File: src/design/nsfq_pkg.sv
// ----------------------------------------------------------------------------
// nsfq_pkg
// Shared constants, controller states and the command/status bundles of the
// NMEA sentence framer queue.
// ----------------------------------------------------------------------------
package nsfq_pkg;

  localparam int LINE_BUF_DEF    = 64;
  localparam int TEXT_MAX_DEF    = 64;
  localparam int QUEUE_SLOTS_DEF = 8;

  localparam int CHAR_W = 8;
  localparam int DROP_W = 32;

  localparam logic [CHAR_W-1:0] CH_DOLLAR = 8'h24;
  localparam logic [CHAR_W-1:0] CH_LF     = 8'h0A;
  localparam logic [CHAR_W-1:0] CH_CR     = 8'h0D;

  localparam logic CMD_BYTE = 1'b0;
  localparam logic CMD_POP  = 1'b1;

  typedef enum logic [2:0] {
    ST_IDLE,
    ST_CR,
    ST_LF,
    ST_EMPTY,
    ST_RD,
    ST_LOAD
  } state_e;

  typedef struct packed {
    logic append;
    logic line_clear;
    logic wr_cr;
    logic wr_lf;
    logic drop_inc;
    logic rd_issue;
    logic load_empty;
    logic load_char;
  } cmd_t;

  typedef struct packed {
    logic term;
    logic line_busy;
    logic dollar;
    logic full;
    logic empty;
    logic rd_last;
    logic out_free;
  } sts_t;

endpackage

File: src/design/nmea_sentence_framer_queue_core.sv
// ----------------------------------------------------------------------------
// nmea_sentence_framer_queue_core
// NMEA sentence framer with a ring of sentence slots.
// ----------------------------------------------------------------------------
// Received bytes (tuser 0) build a line that CR or LF closes; a line opening
// with '$' is stored with CR LF, cut to TEXT_MAX-1 characters, in a ring of
// QUEUE_SLOTS slots with one slot kept free, or counted as dropped when the
// ring is full. Characters go straight into the free slot as they arrive,
// and closing a '$' line that fits in the ring writes CR and then LF. A pop
// (tuser 1) emits the oldest sentence, one request per character with tlast
// on the final one; each character is read from the slot memory into a
// register and then loaded into the output register once it is free; a pop
// on an empty ring gives one request with tuser 1.
module nmea_sentence_framer_queue_core #(
  parameter int LINE_BUF    = nsfq_pkg::LINE_BUF_DEF,
  parameter int TEXT_MAX    = nsfq_pkg::TEXT_MAX_DEF,
  parameter int QUEUE_SLOTS = nsfq_pkg::QUEUE_SLOTS_DEF
) (
  input  logic        clk_i,
  input  logic        rst_ni,
  input  logic        s_axis_tvalid,
  output logic        s_axis_tready,
  input  logic [7:0]  s_axis_tdata,   // [7:0] data_byte
  input  logic        s_axis_tuser,   // [0] command
  output logic        m_axis_tvalid,
  input  logic        m_axis_tready,
  output logic [39:0] m_axis_tdata,   // [7:0] text_char, [39:8] dropped_total
  output logic        m_axis_tlast,   // last_char
  output logic        m_axis_tuser    // [0] queue_empty
);
  import nsfq_pkg::*;

  cmd_t              cmd;
  sts_t              sts;
  logic [CHAR_W-1:0] out_char;
  logic [DROP_W-1:0] out_drop;

  nsfq_ctrl u_ctrl (
    .clk_i      (clk_i),
    .rst_ni     (rst_ni),
    .in_valid_i (s_axis_tvalid),
    .in_pop_i   (s_axis_tuser),
    .in_ready_o (s_axis_tready),
    .sts_i      (sts),
    .cmd_o      (cmd)
  );

  nsfq_datapath #(
    .LINE_BUF    (LINE_BUF),
    .TEXT_MAX    (TEXT_MAX),
    .QUEUE_SLOTS (QUEUE_SLOTS)
  ) u_dp (
    .clk_i       (clk_i),
    .rst_ni      (rst_ni),
    .byte_i      (s_axis_tdata),
    .cmd_i       (cmd),
    .sts_o       (sts),
    .out_ready_i (m_axis_tready),
    .out_valid_o (m_axis_tvalid),
    .out_char_o  (out_char),
    .out_last_o  (m_axis_tlast),
    .out_empty_o (m_axis_tuser),
    .out_drop_o  (out_drop)
  );

  assign m_axis_tdata = {out_drop, out_char};

endmodule

File: src/design/nsfq_datapath.sv
// ----------------------------------------------------------------------------
// nsfq_datapath
// Line bookkeeping, sentence slot memory, ring pointers, drop counter and
// the output register.
// ----------------------------------------------------------------------------
module nsfq_datapath #(
  parameter int LINE_BUF    = nsfq_pkg::LINE_BUF_DEF,
  parameter int TEXT_MAX    = nsfq_pkg::TEXT_MAX_DEF,
  parameter int QUEUE_SLOTS = nsfq_pkg::QUEUE_SLOTS_DEF
) (
  input  logic                          clk_i,
  input  logic                          rst_ni,
  input  logic [nsfq_pkg::CHAR_W-1:0]   byte_i,
  input  nsfq_pkg::cmd_t                cmd_i,
  output nsfq_pkg::sts_t                sts_o,
  input  logic                          out_ready_i,
  output logic                          out_valid_o,
  output logic [nsfq_pkg::CHAR_W-1:0]   out_char_o,
  output logic                          out_last_o,
  output logic                          out_empty_o,
  output logic [nsfq_pkg::DROP_W-1:0]   out_drop_o
);
  import nsfq_pkg::*;

  localparam int LLW   = $clog2(LINE_BUF);
  localparam int IW    = $clog2(TEXT_MAX);
  localparam int SW    = $clog2(QUEUE_SLOTS);
  localparam int CW    = ((LLW > IW) ? LLW : IW) + 1;
  localparam int DEPTH = QUEUE_SLOTS * (2 ** IW);

  localparam logic [LLW-1:0] LineMaxC = LLW'(LINE_BUF - 1);
  localparam logic [CW-1:0]  LimitC   = CW'(TEXT_MAX - 1);
  localparam logic [SW-1:0]  SlotTopC = SW'(QUEUE_SLOTS - 1);

  logic [CHAR_W:0]     mem_q [DEPTH];
  logic [CHAR_W:0]     rdata_q;
  logic [LLW-1:0]      len_q, len_d;
  logic                dollar_q, dollar_d;
  logic [SW-1:0]       wr_q, wr_d, rd_q, rd_d, wr_next, rd_next;
  logic [IW-1:0]       idx_q, idx_d;
  logic [DROP_W-1:0]   drop_q, drop_d;
  logic                ov_q, ov_d;
  logic [CHAR_W-1:0]   oc_q, oc_d;
  logic                ol_q, ol_d, oe_q, oe_d;
  logic [DROP_W-1:0]   od_q, od_d;
  logic [CW-1:0]       len_x, widx;
  logic                we;
  logic [CHAR_W:0]     wdata;
  logic                out_free;

  assign len_x    = CW'(len_q);
  assign wr_next  = (wr_q == SlotTopC) ? '0 : wr_q + 1'b1;
  assign rd_next  = (rd_q == SlotTopC) ? '0 : rd_q + 1'b1;
  assign out_free = !ov_q || out_ready_i;

  // slot writes: data and CR at the line length, LF one past it
  always_comb begin
    we    = 1'b0;
    widx  = len_x;
    wdata = {1'b0, byte_i};
    if (cmd_i.append) begin
      we    = (len_q != LineMaxC) && (len_x < LimitC);
      wdata = {len_x == LimitC - 1'b1, byte_i};
    end else if (cmd_i.wr_cr) begin
      we    = len_x < LimitC;
      wdata = {len_x == LimitC - 1'b1, CH_CR};
    end else if (cmd_i.wr_lf) begin
      widx  = len_x + 1'b1;
      we    = widx < LimitC;
      wdata = {1'b1, CH_LF};
    end
  end

  always_ff @(posedge clk_i) begin
    if (we) begin
      mem_q[{wr_q, widx[IW-1:0]}] <= wdata;
    end
    if (cmd_i.rd_issue) begin
      rdata_q <= mem_q[{rd_q, idx_q}];
    end
  end

  always_comb begin
    len_d    = len_q;
    dollar_d = dollar_q;
    wr_d     = wr_q;
    rd_d     = rd_q;
    idx_d    = idx_q;
    drop_d   = drop_q;
    ov_d     = ov_q && !out_ready_i;
    oc_d     = oc_q;
    ol_d     = ol_q;
    oe_d     = oe_q;
    od_d     = od_q;
    if (cmd_i.append) begin
      if (len_q != LineMaxC) begin
        len_d = len_q + 1'b1;
        if (len_q == '0) begin
          dollar_d = byte_i == CH_DOLLAR;
        end
      end else begin
        len_d = '0;
      end
    end
    if (cmd_i.line_clear || cmd_i.wr_lf) begin
      len_d = '0;
    end
    if (cmd_i.wr_lf) begin
      wr_d = wr_next;
    end
    if (cmd_i.drop_inc) begin
      drop_d = drop_q + 1'b1;
    end
    if (cmd_i.load_empty) begin
      ov_d = 1'b1;
      oc_d = '0;
      ol_d = 1'b1;
      oe_d = 1'b1;
      od_d = drop_q;
    end
    if (cmd_i.load_char) begin
      ov_d = 1'b1;
      oc_d = rdata_q[CHAR_W-1:0];
      ol_d = rdata_q[CHAR_W];
      oe_d = 1'b0;
      od_d = drop_q;
      if (rdata_q[CHAR_W]) begin
        idx_d = '0;
        rd_d  = rd_next;
      end else begin
        idx_d = idx_q + 1'b1;
      end
    end
  end

  always_ff @(posedge clk_i or negedge rst_ni) begin
    if (!rst_ni) begin
      len_q    <= '0;
      dollar_q <= 1'b0;
      wr_q     <= '0;
      rd_q     <= '0;
      idx_q    <= '0;
      drop_q   <= '0;
      ov_q     <= 1'b0;
    end else begin
      len_q    <= len_d;
      dollar_q <= dollar_d;
      wr_q     <= wr_d;
      rd_q     <= rd_d;
      idx_q    <= idx_d;
      drop_q   <= drop_d;
      ov_q     <= ov_d;
    end
  end

  always_ff @(posedge clk_i) begin
    oc_q <= oc_d;
    ol_q <= ol_d;
    oe_q <= oe_d;
    od_q <= od_d;
  end

  assign sts_o.term      = (byte_i == CH_CR) || (byte_i == CH_LF);
  assign sts_o.line_busy = len_q != '0;
  assign sts_o.dollar    = dollar_q;
  assign sts_o.full      = wr_next == rd_q;
  assign sts_o.empty     = wr_q == rd_q;
  assign sts_o.rd_last   = rdata_q[CHAR_W];
  assign sts_o.out_free  = out_free;

  assign out_valid_o = ov_q;
  assign out_char_o  = oc_q;
  assign out_last_o  = ol_q;
  assign out_empty_o = oe_q;
  assign out_drop_o  = od_q;

endmodule

File: src/design/nsfq_ctrl.sv
// ----------------------------------------------------------------------------
// nsfq_ctrl
// Sequencer: takes requests, closes lines with CR LF, and walks a slot
// out one character at a time on pop.
// ----------------------------------------------------------------------------
module nsfq_ctrl (
  input  logic           clk_i,
  input  logic           rst_ni,
  input  logic           in_valid_i,
  input  logic           in_pop_i,
  output logic           in_ready_o,
  input  nsfq_pkg::sts_t sts_i,
  output nsfq_pkg::cmd_t cmd_o
);
  import nsfq_pkg::*;

  state_e state_q, state_d;

  always_ff @(posedge clk_i or negedge rst_ni) begin
    if (!rst_ni) begin
      state_q <= ST_IDLE;
    end else begin
      state_q <= state_d;
    end
  end

  always_comb begin
    state_d    = state_q;
    cmd_o      = '0;
    in_ready_o = 1'b0;
    unique case (state_q)
      ST_IDLE: begin
        in_ready_o = 1'b1;
        if (in_valid_i) begin
          if (in_pop_i == CMD_POP) begin
            state_d = sts_i.empty ? ST_EMPTY : ST_RD;
          end else if (!sts_i.term) begin
            cmd_o.append = 1'b1;
          end else if (sts_i.line_busy && sts_i.dollar && !sts_i.full) begin
            state_d = ST_CR;
          end else begin
            cmd_o.line_clear = 1'b1;
            cmd_o.drop_inc   = sts_i.line_busy && sts_i.dollar;
          end
        end
      end
      ST_CR: begin
        cmd_o.wr_cr = 1'b1;
        state_d     = ST_LF;
      end
      ST_LF: begin
        cmd_o.wr_lf = 1'b1;
        state_d     = ST_IDLE;
      end
      ST_EMPTY: begin
        if (sts_i.out_free) begin
          cmd_o.load_empty = 1'b1;
          state_d          = ST_IDLE;
        end
      end
      ST_RD: begin
        cmd_o.rd_issue = 1'b1;
        state_d        = ST_LOAD;
      end
      ST_LOAD: begin
        if (sts_i.out_free) begin
          cmd_o.load_char = 1'b1;
          state_d         = sts_i.rd_last ? ST_IDLE : ST_RD;
        end
      end
      default: state_d = ST_IDLE;
    endcase
  end

endmodule

File: config.mk
export PLATFORM = sky130hd
export DESIGN_NAME = nmea_sentence_framer_queue_core
export DESIGN_NICKNAME = d
export VERILOG_FILES = /design/src/design/nsfq_pkg.sv /design/src/design/nmea_sentence_framer_queue_core.sv /design/src/design/nsfq_datapath.sv /design/src/design/nsfq_ctrl.sv
export SDC_FILE = /design/constraint.sdc
export NUM_CORES = 2
export LEC_CHECK = 0
export BUFFER_PORTS_ARGS = -buffer_cell sky130_fd_sc_hd__buf_2
export CAP_MARGIN = 20
export CELL_PAD_IN_SITES_DETAIL_PLACEMENT = 1
export CELL_PAD_IN_SITES_GLOBAL_PLACEMENT = 1
export CORE_ASPECT_RATIO = 0.7
export CORE_MARGIN = 2
export CORE_UTILIZATION = 45
export CTS_CLUSTER_SIZE = 16
export DETAILED_ROUTE_END_ITERATION = 7
export PLACE_DENSITY_LB_ADDON = 0.1
export SETUP_SLACK_MARGIN = 0.1
export SKIP_CTS_REPAIR_TIMING = 1
export SYNTH_ARGS = -nofsm -noshare
export SYNTH_HDL_FRONTEND = slang
export SYNTH_MEMORY_MAX_BITS = 65536
export SYNTH_SLANG_ARGS = --single-unit
File: constraint.sdc
create_clock -name clk_i -period 26.6 [get_ports clk_i]
set_input_delay 5.32 -clock clk_i [delete_from_list [all_inputs] [get_ports clk_i]]
set_output_delay 5.32 -clock clk_i [all_outputs]
set_load 0.05 [all_outputs]
==> impl_metrics.ini <==
[timing]
maxSlewViolCount = 0
final.setup_skew_ns = 0.0443
slew-limit-headroom = 0.0862
part_of_the_cycle_the_worst_path_needs = 0.338
setup_violations = 0
unrepaired_setup_endpoints_after_global_routing = no
post_route_setup_tns_ns = 0
clock.fmax_mhz = 111
tightestPinTransition_ns = 1.37
finalCriticalPeriod_ns = 9.00
timing.final.hold_violations = 0

[min_path]
holdCritPathClass = flop to flop
holdCritStartpoint = u_dp.drop_q[28]

[global_routing]
total_global_route_track_usage = 0.279
first_pass_grt_wire_length_um = 813000
grt_max_degree = 156
leftover_overflow_at_the_end_of_global_routing = 0
antenna_found_initial = 37
via_count_of_the_first_global_routing_pass = 94700

[die]
die_area_sq_mm = 0.418
fp.coreArea_sq_mm = 0.411
floorplan.initialDensity = 0.451
io-pin-count = 57
die_span_in_y_um = 541
die_width_um = 772
std_cell_rows = 197

[clock_tree]
clk_root_buffer_cell = sky130_fd_sc_hd__clkbuf_16
cts_tree = yes
cts-buffers-inserted = 448
clkLatencyLatePin_ns = 1.02
clock_path_buffers = 4
clkSinkCount = 4714
htreeDepth = 5
clkSlewWorstSetupHoldPaths_ns = 0.06

[logic_synthesis]
post_synth.cell_area_avg_sq_um = 20.5
netlist-cell-type-count = 100
yosysWarnings = 0
yosys_most_used_dff = sky130_fd_sc_hd__edfxtp_1
syn-instance-count = 9039
proportion_of_synthesized_chip_area_in_sequential_cells = 0.761
synth_async_sr_flop_share = 0.0117
postSynthRegisterBits = 4714
syn-cell-area_sq_mm = 0.186
synth_fp_nets = 9061
synth_enable_flop_cells = 4658

[drt]
detail_route.drc_violations = 0
detail_route.first_pass.iterations = 6
dr_total_vias = 96000
drt_wl_total_um = 588000
antenna_left = 0
avgViaCountPerCell = 6.37
drt_iter0_markers = 12100
wl_per_cell_um = 39.0

[worst_setup_path]
startpoint = s_axis_tdata[2]
critical_path_required_ns = 27.21
worstSetupStartpointType = input pin
setup.worst_path.end_class = flop
r2r-start = u_dp.idx_q[1]
timing_worst_setup_path_type = input pin to flop
highest_fanout_seen_on_the_critical_path = 20
crit_arrival_ns = 9.61

[cells_and_area]
final.fill_count = 36300
post_route_cells_drive_above_1_share = 0.187
layout-area-overhead-vs-synth_pct = 10.7
final_core_utilization = 0.500
final_nets = 9224

[pwr]
p_leak_nw = 62.7
worst_vdd_rail_ir_drop_uv = 146
power_per_cell_area_mw_per_mm2 = 96.4

[placed_design]
routabilityCongestion = 0.857
count_of_buffers_inserted_at_the_top_level_ports = 56
place_hpwl_um = 354000

[job]
cap_viol_max_count = 0

[status]
outcome = finished, final reports clean
[cells in the mapped netlist, drive strengths merged, types with 29 or more instances]
cell type	number	area, sq um
nor2	597	2240
dfrtp	55	1380
a21oi	175	876
a211oi	47	358
nand2	224	843
mux4	848	19600
o221ai	163	1430
mux2i	765	7660
o21ai	202	1010
xor2	29	254
o22ai	52	325
nand3	46	230
edfxtp	4658	140000
buf	358	3230
a221oi	220	1960
clkbuf	218	1320
[critical path, cell delays in order]
cell and delay (ns):
sky130_fd_sc_hd__buf_2 0.13, sky130_fd_sc_hd__and3b_1 0.18, sky130_fd_sc_hd__o2111a_1 0.30, sky130_fd_sc_hd__nand2b_1 0.28, sky130_fd_sc_hd__a21boi_4 0.96, sky130_fd_sc_hd__nand3_4 0.82, sky130_fd_sc_hd__buf_4 0.72, sky130_fd_sc_hd__nor2_1 0.87
[cells by family after synthesis]
kind of cell,share of synthesized area
AND/OR/NAND/NOR,0.0231
AO/OA/AOI/OAI,0.0391
multiplexers,0.148
adder cells (fa/ha/maj),0.000607
XOR/XNOR,0.00212
flip-flops,0.761
buffers and inverters,0.0254
[worst paths after layout]
check | end | slack [ns] | cells past startpoint
hold reg to reg | u_dp.out_drop_o[28] | 0.47 | 0
setup / recovery | u_dp.mem_q[44][1] | 17.60 | 8
hold / removal | u_dp.out_drop_o[28] | 0.47 | 0
max in group asynchronous | u_dp.idx_q[1] | 21.49 | 2
min in group asynchronous | u_dp.drop_q[5] | 4.49 | 2
setup reg to reg | u_dp.rdata_q[3] | 19.61 | 12
[stage by stage]
stage	worst slack [ns]	instances	hold slack [ns]	total power [mW]	instance area [sq um]
floorplan	1.58	9039	0.425	12.3	186000
global placement	16.56	14200	0.458	13.4	191000
detailed placement	16.59	14200	0.455	13.4	191000
CTS	17.65	15100	0.471	19.9	205000
global route	17.41	15100	0.484	20.3	206000
finish	17.60	15100	0.466	19.8	206000
[power by group]
part,switching (mW),internal [mW],total [mW]
clock,2.86,3.71,6.57
combinational,2.98,1.25,4.23
sequential,0.0592,8.96,9.02
[cells in the final DEF, fill, tap and decap left out, drive strengths merged, types with 57 or more instances in the layout]
cell    instances
edfxtp       4658
o221ai        163
mux2i         765
a21oi         175
nor2          597
clkinv        207
clkbuf        532
buf           297
bufinv         57
nand2         224
o21ai         202
mux4          848
a221oi        220
[layout make-up]
type                    instances  area [sq um]  area share
diodes                         11          27.5    0.000134
clock buffers                 530         11800      0.0572
clock inverters               304          3090      0.0150
inverters                      19          88.8    0.000432
multi-input cells            3720         40000       0.195
flip-flops and latches       4714        141000       0.687
well taps                    5472          6850      0.0333
repair buffers                299          2440      0.0119
[state kept, by name (all words and copies together), names as in the netlist, 3 cells and up]
signal           count
u_dp.idx_q           6
u_dp.drop_q         32
u_dp.mem_q        4608
u_ctrl.state_q       3
u_dp.rd_q            3
u_dp.rdata_q         9
u_dp.out_drop_o     32
u_dp.out_char_o      8
u_dp.len_q           6
u_dp.wr_q            3
[metal layers]
layer / wire length (um) / GRT usage
met5: 63 / 0
met4: 13100 / 0.0579
met3: 55900 / 0.0617
met1: 262000 / 0.435
met2: 257000 / 0.404
Note: power is estimated with default switching activity, not from simulation.
